`src/design/symmetric_tensor_power_top_macros.svh`:
```
// Assertion macros shared by the symmetric tensor power RTL.
`ifndef SYMMETRIC_TENSOR_POWER_TOP_MACROS_SVH
`define SYMMETRIC_TENSOR_POWER_TOP_MACROS_SVH
`ifndef ASSERT_OFF
// Checks the property at every clock edge outside of reset.
`define STP_ASSERT(lbl, clk, rstn, prop, msg) \
	lbl: assert property (@(posedge clk) disable iff (!rstn) prop) else $error(msg);
// Checks the property at the clock edge after each edge at which reset is asserted.
`define STP_ASSERT_RST(lbl, clk, rstn, prop, msg) \
	lbl: assert property (@(posedge clk) !rstn |=> prop) else $error(msg);
`else
`define STP_ASSERT(lbl, clk, rstn, prop, msg)
`define STP_ASSERT_RST(lbl, clk, rstn, prop, msg)
`endif
`endif

```
`src/design/stp_pkg.sv`:
```
// Types, constants and helper functions for the symmetric tensor power block.
`default_nettype none
package stp_pkg;

	localparam int DATA_W           = 32;
	localparam int FRAC_W           = 16;
	localparam int EXP_W            = 4;
	localparam int PROD_W           = 2 * DATA_W;
	localparam int SHIFT_W          = PROD_W - FRAC_W;
	// Three shifted products summed exactly need two more bits.
	localparam int ACC_W            = SHIFT_W + 2;
	localparam int NUM_COMP         = 6;
	localparam int COMP_IDX_W       = 3;
	localparam int K_W              = 2;
	localparam int MAX_EXPONENT_DEF = 15;

	localparam logic signed [DATA_W-1:0] Q_MAX = {1'b0, {(DATA_W-1){1'b1}}};
	localparam logic signed [DATA_W-1:0] Q_MIN = {1'b1, {(DATA_W-1){1'b0}}};

	// Voigt component positions.
	localparam logic [COMP_IDX_W-1:0] C_XX = 3'd0;
	localparam logic [COMP_IDX_W-1:0] C_YY = 3'd1;
	localparam logic [COMP_IDX_W-1:0] C_ZZ = 3'd2;
	localparam logic [COMP_IDX_W-1:0] C_XY = 3'd3;
	localparam logic [COMP_IDX_W-1:0] C_YZ = 3'd4;
	localparam logic [COMP_IDX_W-1:0] C_XZ = 3'd5;

	typedef struct packed {
		logic signed [DATA_W-1:0] t_xx;
		logic signed [DATA_W-1:0] t_yy;
		logic signed [DATA_W-1:0] t_zz;
		logic signed [DATA_W-1:0] t_xy;
		logic signed [DATA_W-1:0] t_yz;
		logic signed [DATA_W-1:0] t_xz;
		logic [EXP_W-1:0]         exponent;
	} in_t;

	typedef struct packed {
		logic signed [DATA_W-1:0] out_xx;
		logic signed [DATA_W-1:0] out_yy;
		logic signed [DATA_W-1:0] out_zz;
		logic signed [DATA_W-1:0] out_xy;
		logic signed [DATA_W-1:0] out_yz;
		logic signed [DATA_W-1:0] out_xz;
		logic                     overflow;
	} out_t;

	// One multiply-accumulate request to the shared unit.
	typedef struct packed {
		logic                     vld;
		logic                     first;
		logic                     last;
		logic [COMP_IDX_W-1:0]    tag;
		logic signed [DATA_W-1:0] a;
		logic signed [DATA_W-1:0] b;
	} mac_op_t;

	// One finished, saturated entry from the shared unit.
	typedef struct packed {
		logic                     vld;
		logic                     ovf;
		logic [COMP_IDX_W-1:0]    tag;
		logic signed [DATA_W-1:0] value;
	} mac_res_t;

	typedef struct packed {
		logic                     ovf;
		logic signed [DATA_W-1:0] value;
	} sat_t;

	// Voigt position of tensor element (r, c).
	function automatic logic [COMP_IDX_W-1:0] sym_idx(input logic [K_W-1:0] r,
			input logic [K_W-1:0] c);
		logic [COMP_IDX_W-1:0] idx;
		unique case ({r, c})
			4'b0000: idx = C_XX;
			4'b0101: idx = C_YY;
			4'b1010: idx = C_ZZ;
			4'b0001, 4'b0100: idx = C_XY;
			4'b0110, 4'b1001: idx = C_YZ;
			4'b0010, 4'b1000: idx = C_XZ;
			default: idx = C_XX;
		endcase
		return idx;
	endfunction

	// Row of the tensor element stored at a Voigt position.
	function automatic logic [K_W-1:0] row_of(input logic [COMP_IDX_W-1:0] e);
		logic [K_W-1:0] r;
		unique case (e)
			C_XX, C_XY, C_XZ: r = 2'd0;
			C_YY, C_YZ:       r = 2'd1;
			C_ZZ:             r = 2'd2;
			default:          r = 2'd0;
		endcase
		return r;
	endfunction

	// Column of the tensor element stored at a Voigt position.
	function automatic logic [K_W-1:0] col_of(input logic [COMP_IDX_W-1:0] e);
		logic [K_W-1:0] c;
		unique case (e)
			C_XX:             c = 2'd0;
			C_YY, C_XY:       c = 2'd1;
			C_ZZ, C_YZ, C_XZ: c = 2'd2;
			default:          c = 2'd0;
		endcase
		return c;
	endfunction

	// Clamps an accumulator value to the signed 32-bit range.
	function automatic sat_t sat_acc(input logic signed [ACC_W-1:0] v);
		sat_t s;
		logic [ACC_W-DATA_W:0] hi;
		hi = v[ACC_W-1:DATA_W-1];
		s.ovf = !((&hi) || !(|hi));
		if (s.ovf) begin
			s.value = v[ACC_W-1] ? Q_MIN : Q_MAX;
		end else begin
			s.value = v[DATA_W-1:0];
		end
		return s;
	endfunction

	// Doubles a value with saturation.
	function automatic sat_t sat_double(input logic signed [DATA_W-1:0] v);
		sat_t s;
		s.ovf = v[DATA_W-1] != v[DATA_W-2];
		if (s.ovf) begin
			s.value = v[DATA_W-1] ? Q_MIN : Q_MAX;
		end else begin
			s.value = {v[DATA_W-2:0], 1'b0};
		end
		return s;
	endfunction

endpackage
`default_nettype wire

```
`src/design/symmetric_tensor_power_top.sv`:
```
// Top level of the symmetric tensor power block: sequencer, operand registers, output.
//
// Channel   Direction  Handshake              Payload
// input     in         start & !busy          operand  (stp_pkg::in_t)
// result    out        done, one-cycle strobe result   (stp_pkg::out_t)
// config    in         cfg_valid & cfg_ready  cfg_data (notation)
//
// Each iteration multiplies the running power by the tensor on one shared multiplier:
// 18 products issue back to back, the multiply and accumulate stages drain in the wait
// state and the copy state loads the new power. An item with exponent e runs e-1
// iterations; an exponent of 0 or 1 goes straight to the finishing state. busy stays
// high from acceptance until done and is low while done is high, so the next item can
// be accepted while done is high. Reset clears the notation register and the sequencer.
// The result register holds until the next item finishes; done marks it for one cycle.
`default_nettype none
`include "symmetric_tensor_power_top_macros.svh"
module symmetric_tensor_power_top #(
	parameter int MAX_EXPONENT = stp_pkg::MAX_EXPONENT_DEF
) (
	input  wire logic           clk,
	input  wire logic           arst_n,
	input  wire logic           start,
	output logic                busy,
	input  wire stp_pkg::in_t   operand,
	output logic                done,
	output stp_pkg::out_t       result,
	input  wire logic           cfg_valid,
	output logic                cfg_ready,
	input  wire logic           cfg_data
);

	localparam int CW = $clog2(MAX_EXPONENT + 1);

	typedef enum logic [4:0] {
		ST_IDLE  = 5'b00001,
		ST_ISSUE = 5'b00010,
		ST_WAIT  = 5'b00100,
		ST_COPY  = 5'b01000,
		ST_FIN   = 5'b10000
	} state_t;

	state_t                             state_q;
	logic                               notation_q;
	logic signed [stp_pkg::DATA_W-1:0]  comp     [stp_pkg::NUM_COMP];
	logic signed [stp_pkg::DATA_W-1:0]  a_q      [stp_pkg::NUM_COMP];
	logic signed [stp_pkg::DATA_W-1:0]  p_q      [stp_pkg::NUM_COMP];
	logic signed [stp_pkg::DATA_W-1:0]  np_q     [stp_pkg::NUM_COMP];
	logic signed [stp_pkg::DATA_W-1:0]  fin_val  [stp_pkg::NUM_COMP];
	logic [stp_pkg::NUM_COMP-1:0]       fin_ovf;
	logic [CW-1:0]                      expo_c;
	logic [CW-1:0]                      iters_q;
	logic [stp_pkg::COMP_IDX_W-1:0]     e_q;
	logic [stp_pkg::K_W-1:0]            k_q;
	logic                               pass_q;
	logic                               ovf_q;
	logic                               done_q;
	stp_pkg::out_t                      result_q;
	stp_pkg::mac_op_t                   mac_op;
	stp_pkg::mac_res_t                  mac_res;
	stp_pkg::sat_t                      dbl      [stp_pkg::NUM_COMP];
	logic                               accept;

	assign busy      = state_q != ST_IDLE;
	assign accept    = start && !busy;
	assign cfg_ready = 1'b1;
	assign done      = done_q;
	assign result    = result_q;

	// Notation register, written by its own transaction.
	always_ff @(posedge clk or negedge arst_n) begin
		if (!arst_n) begin
			notation_q <= 1'b0;
		end else if (cfg_valid && cfg_ready) begin
			notation_q <= cfg_data;
		end
	end

	// Input components as an array, and the clamped exponent.
	assign comp[stp_pkg::C_XX] = operand.t_xx;
	assign comp[stp_pkg::C_YY] = operand.t_yy;
	assign comp[stp_pkg::C_ZZ] = operand.t_zz;
	assign comp[stp_pkg::C_XY] = operand.t_xy;
	assign comp[stp_pkg::C_YZ] = operand.t_yz;
	assign comp[stp_pkg::C_XZ] = operand.t_xz;
	assign expo_c = (int'(operand.exponent) > MAX_EXPONENT) ? CW'(MAX_EXPONENT)
			: CW'(operand.exponent);

	// Sequencer.
	always_ff @(posedge clk or negedge arst_n) begin
		if (!arst_n) begin
			state_q <= ST_IDLE;
			e_q     <= '0;
			k_q     <= '0;
			iters_q <= '0;
			pass_q  <= 1'b0;
			ovf_q   <= 1'b0;
			done_q  <= 1'b0;
		end else begin
			done_q <= 1'b0;
			unique case (state_q)
				ST_IDLE: begin
					if (accept) begin
						e_q     <= '0;
						k_q     <= '0;
						ovf_q   <= 1'b0;
						iters_q <= expo_c - CW'(1);
						pass_q  <= expo_c <= CW'(1);
						state_q <= (expo_c <= CW'(1)) ? ST_FIN : ST_ISSUE;
					end
				end
				ST_ISSUE: begin
					if (k_q == 2'd2) begin
						k_q <= '0;
						if (e_q == stp_pkg::C_XZ) begin
							e_q     <= '0;
							state_q <= ST_WAIT;
						end else begin
							e_q <= e_q + 3'd1;
						end
					end else begin
						k_q <= k_q + 2'd1;
					end
				end
				ST_WAIT: begin
					if (mac_res.vld && mac_res.tag == stp_pkg::C_XZ) begin
						state_q <= ST_COPY;
					end
				end
				ST_COPY: begin
					if (iters_q == CW'(1)) begin
						state_q <= ST_FIN;
					end else begin
						iters_q <= iters_q - CW'(1);
						state_q <= ST_ISSUE;
					end
				end
				ST_FIN: begin
					done_q  <= 1'b1;
					state_q <= ST_IDLE;
				end
				default: begin
					state_q <= ST_IDLE;
				end
			endcase
			if (mac_res.vld && mac_res.ovf) begin
				ovf_q <= 1'b1;
			end
		end
	end

	// Operand registers: the base tensor, the running power and the next power.
	always_ff @(posedge clk) begin
		for (int n = 0; n < stp_pkg::NUM_COMP; n++) begin
			if (accept) begin
				if (n >= 3 && notation_q && expo_c > CW'(1)) begin
					a_q[n] <= comp[n] >>> 1;
					p_q[n] <= comp[n] >>> 1;
				end else begin
					a_q[n] <= comp[n];
					p_q[n] <= comp[n];
				end
			end else if (state_q == ST_COPY) begin
				p_q[n] <= np_q[n];
			end
		end
		if (mac_res.vld) begin
			np_q[mac_res.tag] <= mac_res.value;
		end
	end

	// Request to the shared unit: P[row][k] times A[k][col].
	assign mac_op.vld   = state_q == ST_ISSUE;
	assign mac_op.first = k_q == 2'd0;
	assign mac_op.last  = k_q == 2'd2;
	assign mac_op.tag   = e_q;
	assign mac_op.a     = p_q[stp_pkg::sym_idx(stp_pkg::row_of(e_q), k_q)];
	assign mac_op.b     = a_q[stp_pkg::sym_idx(k_q, stp_pkg::col_of(e_q))];

	stp_mac u_mac (
		.clk    (clk),
		.arst_n (arst_n),
		.op     (mac_op),
		.res    (mac_res)
	);

	// Final values: shear terms doubled back in strain notation.
	always_comb begin
		for (int n = 0; n < stp_pkg::NUM_COMP; n++) begin
			dbl[n] = stp_pkg::sat_double(p_q[n]);
			if (!pass_q && notation_q && n >= 3) begin
				fin_val[n] = dbl[n].value;
				fin_ovf[n] = dbl[n].ovf;
			end else begin
				fin_val[n] = p_q[n];
				fin_ovf[n] = 1'b0;
			end
		end
	end

	// Result register, loaded as the item finishes.
	always_ff @(posedge clk) begin
		if (state_q == ST_FIN) begin
			result_q.out_xx   <= fin_val[stp_pkg::C_XX];
			result_q.out_yy   <= fin_val[stp_pkg::C_YY];
			result_q.out_zz   <= fin_val[stp_pkg::C_ZZ];
			result_q.out_xy   <= fin_val[stp_pkg::C_XY];
			result_q.out_yz   <= fin_val[stp_pkg::C_YZ];
			result_q.out_xz   <= fin_val[stp_pkg::C_XZ];
			result_q.overflow <= !pass_q && (ovf_q || (|fin_ovf));
		end
	end

	`STP_ASSERT(a_done_after_fin, clk, arst_n, done |-> $past(state_q == ST_FIN), "done without a finishing cycle")
	`STP_ASSERT(a_res_in_iter, clk, arst_n, mac_res.vld |-> (state_q == ST_ISSUE || state_q == ST_WAIT), "entry result outside an iteration")
	`STP_ASSERT(a_no_issue_idle, clk, arst_n, !busy |-> !mac_op.vld, "product issued while idle")
	`STP_ASSERT_RST(a_quiet_in_reset, clk, arst_n, !busy && !done, "activity during reset")

endmodule
`default_nettype wire

```
`src/design/stp_mac.sv`:
```
// Shared multiply-accumulate unit: one 32x32 product per cycle, shifted and summed.
`default_nettype none
`include "symmetric_tensor_power_top_macros.svh"
module stp_mac (
	input  wire logic              clk,
	input  wire logic              arst_n,
	input  wire stp_pkg::mac_op_t  op,
	output stp_pkg::mac_res_t      res
);

	logic signed [stp_pkg::PROD_W-1:0]  prod_s1;
	logic                               vld_s1;
	logic                               first_s1;
	logic                               last_s1;
	logic [stp_pkg::COMP_IDX_W-1:0]     tag_s1;
	logic signed [stp_pkg::SHIFT_W-1:0] shifted;
	logic signed [stp_pkg::ACC_W-1:0]   acc_base;
	logic signed [stp_pkg::ACC_W-1:0]   acc_nx;
	logic signed [stp_pkg::ACC_W-1:0]   acc_q;
	stp_pkg::sat_t                      sat;
	logic                               vld_s2;
	logic                               ovf_s2;
	logic [stp_pkg::COMP_IDX_W-1:0]     tag_s2;
	logic signed [stp_pkg::DATA_W-1:0]  value_s2;

	// Stage one: the exact signed product.
	always_ff @(posedge clk or negedge arst_n) begin
		if (!arst_n) begin
			vld_s1 <= 1'b0;
		end else begin
			vld_s1 <= op.vld;
		end
	end

	always_ff @(posedge clk) begin
		prod_s1  <= op.a * op.b;
		first_s1 <= op.first;
		last_s1  <= op.last;
		tag_s1   <= op.tag;
	end

	// Stage two: floor shift by the fraction width, then accumulate.
	assign shifted  = prod_s1[stp_pkg::PROD_W-1:stp_pkg::FRAC_W];
	assign acc_base = first_s1 ? '0 : acc_q;
	assign acc_nx   = acc_base + stp_pkg::ACC_W'(shifted);
	assign sat      = stp_pkg::sat_acc(acc_nx);

	always_ff @(posedge clk) begin
		if (vld_s1) begin
			acc_q <= acc_nx;
		end
		ovf_s2   <= sat.ovf;
		tag_s2   <= tag_s1;
		value_s2 <= sat.value;
	end

	// A finished entry leaves after its third product.
	always_ff @(posedge clk or negedge arst_n) begin
		if (!arst_n) begin
			vld_s2 <= 1'b0;
		end else begin
			vld_s2 <= vld_s1 && last_s1;
		end
	end

	assign res.vld   = vld_s2;
	assign res.ovf   = ovf_s2;
	assign res.tag   = tag_s2;
	assign res.value = value_s2;

	`STP_ASSERT(a_res_from_last, clk, arst_n, res.vld |-> $past(op.vld && op.last, 2), "result without a closing product")
	`STP_ASSERT(a_s1_from_op, clk, arst_n, vld_s1 |-> $past(op.vld), "stage one valid without a request")

endmodule
`default_nettype wire

```
`config.mk`:
```
export PLATFORM = sky130hd
export DESIGN_NAME = symmetric_tensor_power_top
export DESIGN_NICKNAME = d
export VERILOG_FILES = /design/src/design/stp_pkg.sv /design/src/design/symmetric_tensor_power_top.sv /design/src/design/stp_mac.sv
export VERILOG_INCLUDE_DIRS = /design/src /design/src/design
export SDC_FILE = /design/constraint.sdc
export NUM_CORES = 2
export LEC_CHECK = 0
export BUFFER_PORTS_ARGS = -buffer_cell sky130_fd_sc_hd__buf_2
export CAP_MARGIN = 25
export CORE_MARGIN = 2
export CORE_UTILIZATION = 50
export DETAILED_ROUTE_END_ITERATION = 10
export PLACE_DENSITY = 0.75
export SYNTH_ARGS = -nofsm -noshare
export SYNTH_HDL_FRONTEND = slang
export SYNTH_SLANG_ARGS = --single-unit
```
`constraint.sdc`:
```
create_clock -name clk -period 15.7 [get_ports clk]
set_clock_uncertainty 0.2 [all_clocks]
set_input_delay 3.14 -clock clk [delete_from_list [all_inputs] [get_ports clk]]
set_output_delay 3.14 -clock clk [all_outputs]
set_load 0.01 [all_outputs]
```
==> impl_metrics.toml <==
[run_status]
status = "completed"

[floorplanning]
fp.dieW_microns = 394
start_util_pct = 50.2
design.die.area_sq_um = 155000
coreArea_sq_um = 151000
rows = 143
io_pins = 397
die_h_microns = 394

[synth]
synth_area_per_cell_sq_um = 10.2
synth_area_sq_um = 76000
yosys_warnings = 0
netlist_instances = 7472
synth.ff_latch_count = 928
syn_nets = 9001
synthArstFlopShare_pct = 2.16
ys_seq_area_share_pct = 35.4
synth_ff_type = "edfxtp_1"
synth-edff-count = 819
ys_types = 86

[drt]
drc = 0
antenna_left = 0
vias = 57200
drtPass1Iterations = 8
drt_wl_total_mm = 257
avgRoutedWirePerCell_microns = 26.2
drtIter0Drc = 6478
vias_per_cell = 5.83

[run]
cap_violations = 0

[clocking]
post_cts_buffers = 0
cts_resized = 0
clkSinkCount = 928
cts_hold_buffers = 0
cts_tree = "yes"
htreeDepth = 3
cts_made_buffers = 90
root_buffer = "clkbuf_16"
clockBufferDepth = 3
insertion_delay_ns = 0.70
clk_pin_slew_worst_paths_ns = 0.06

[sta]
finalMaxSlewViolations = 0
fin_crit_sh_pct = 80.4
hold_viol_final = 0
hold_ws_ns = 0.131
tightest_slew_ns = 1.25
rsz0062_at_grt = "no"
slew-limit-headroom_pct = 16.8
fmaxAchievable_mhz = 79.3
finalSetupViolations = 0
fin_crit_ns = 12.62
final.setup.tns_ns = 0

[critical_path]
cpMostUsedCell = "fa_1"
start_kind = "register"
arrival_ns = 13.04
slowest_delay_ns = 0.87
slowest_stage = "a21oi_1"
reg2reg_setup_slack_ns = 3.08
worstPathRequired_ns = 16.12
end_kind = "register"
cp_max_fo = 36
crit_type = "reg -> reg"

[cells_and_area]
multi_input_area_sq_um = 43800
final_net_count = 9224
fill_cells = 13000
mostFrequentLayoutCells = "nand2_1, inv_1, fa_1, nor2_1, edfxtp_1"
areaGrowthSynthToFinish_pct = 9.64
instances_no_fill = 9812
final_common_cell = "nand2_1"
drive_gt1_share_pct = 9.61
regArea_sq_um = 26900

[worst_hold_path]
hp-class = "reg -> reg"

[global_route]
top_usage_layer = "met2"
grt_max_degree = 177
use_met3_pct = 13.4
use_met2_pct = 48.5
use_met1_pct = 43.4
antenna_found_initial = 11
grt_first_pass_wirelength_mm = 380
overflow = 0
first_global_vias = 58100
track_usage_pct = 33.3

[placed_design]
dp.cells = 9628
dpl.hpwl_mm = 201
io_buffers = 395
gp_congestion = 1.02
[state kept, by name, indices dropped and copies added (netlist names), 2 cells and up]
signal and flops:
a_q 192, e_q 3, iters_q 4, k_q 2
np_q 192, p_q 192, result 193, state_q 5
u_mac.acc_q 50, u_mac.prod_s1 48, u_mac.tag_s1 3, u_mac.tag_s2 3
u_mac.value_s2 32
[layer usage]
metal  routed length, microns  share of wire, %
met3                    37900                15
met2                   110000                43
met1                    94100                37
met4                    15100               5.9
met5                       13            0.0051
[final timing paths]
kind,depth (start not counted),from,to
max,35,k_q[1],u_mac.prod_s1[58]
min,0,u_mac.tag_s1[0],u_mac.tag_s2[0]
max reg2reg,35,k_q[1],u_mac.prod_s1[58]
min reg2reg,0,u_mac.tag_s1[0],u_mac.tag_s2[0]
max in group asynchronous,1,arst_n,state_q[0]
min in group asynchronous,1,arst_n,notation_q
[Yosys cell counts (all sizes together), types with 35 or more instances]
cell    instances  area [sq um]
o21ai         132           664
nor2b         140           876
nand3          80           400
xor2           39           342
inv          1091          4100
ha            246          3080
buf            58           259
a21oi         219          1100
mux2i         140          1400
fa           1082         21700
clkbuf        322          1210
a21o          117           886
nand4          37           231
and2           51           319
edfxtp        819         24600
nor3           35           175
o31ai          78           586
nor2          825          3100
nand2        1463          5490
xnor2          70           613
dfxtp          89          1780
[critical path, delay by kind of cell (launching register included)]
kind	cells	cell delay [ns]
xor gates and xnor gates	1	0.15
buffers and inverters	6	1.39
adders and majority gates	10	4.23
AOI/OAI and AO/OA	13	4.89
and+or+nand+nor	4	0.74
DFF	1	0.60
muxes	1	0.28
[logic make-up (layout without fill, tap and decap cells)]
group	after synthesis	in the layout	share of synthesized area, %
AOI/OAI and AO/OA	745	745	6.45
xor gates and xnor gates	109	109	1.26
adders and majority gates	1328	1328	32.6
buffers and inverters	1473	1771	7.33
DFF	928	928	35.4
muxes	167	167	2.25
other	1	13	0.00494
and+or+nand+nor	2721	2721	14.8
[through the flow]
stage	worst slack (ns)	cell area (sq um)	utilization (%)
global route	2.73	83300	55.0
CTS	3.38	83100	54.9
floorplan	5.51	76000	-
finish	3.08	83300	55.0
global placement	3.52	80200	53.0
detailed placement	3.40	80200	53.0
[final cells by class]
class                   count  area share (%)
repair buffers            511            3.61
flip-flops and latches    928            32.3
diodes                     12          0.0361
well taps                2030            3.05
clock inverters            47           0.568
clock buffers             120            2.90
multi-input cells        5071            52.6
inverters                1093            4.94
Power is not shown: default switching activity piles up to over one toggle a cycle in this logic, so the estimate is an artifact.
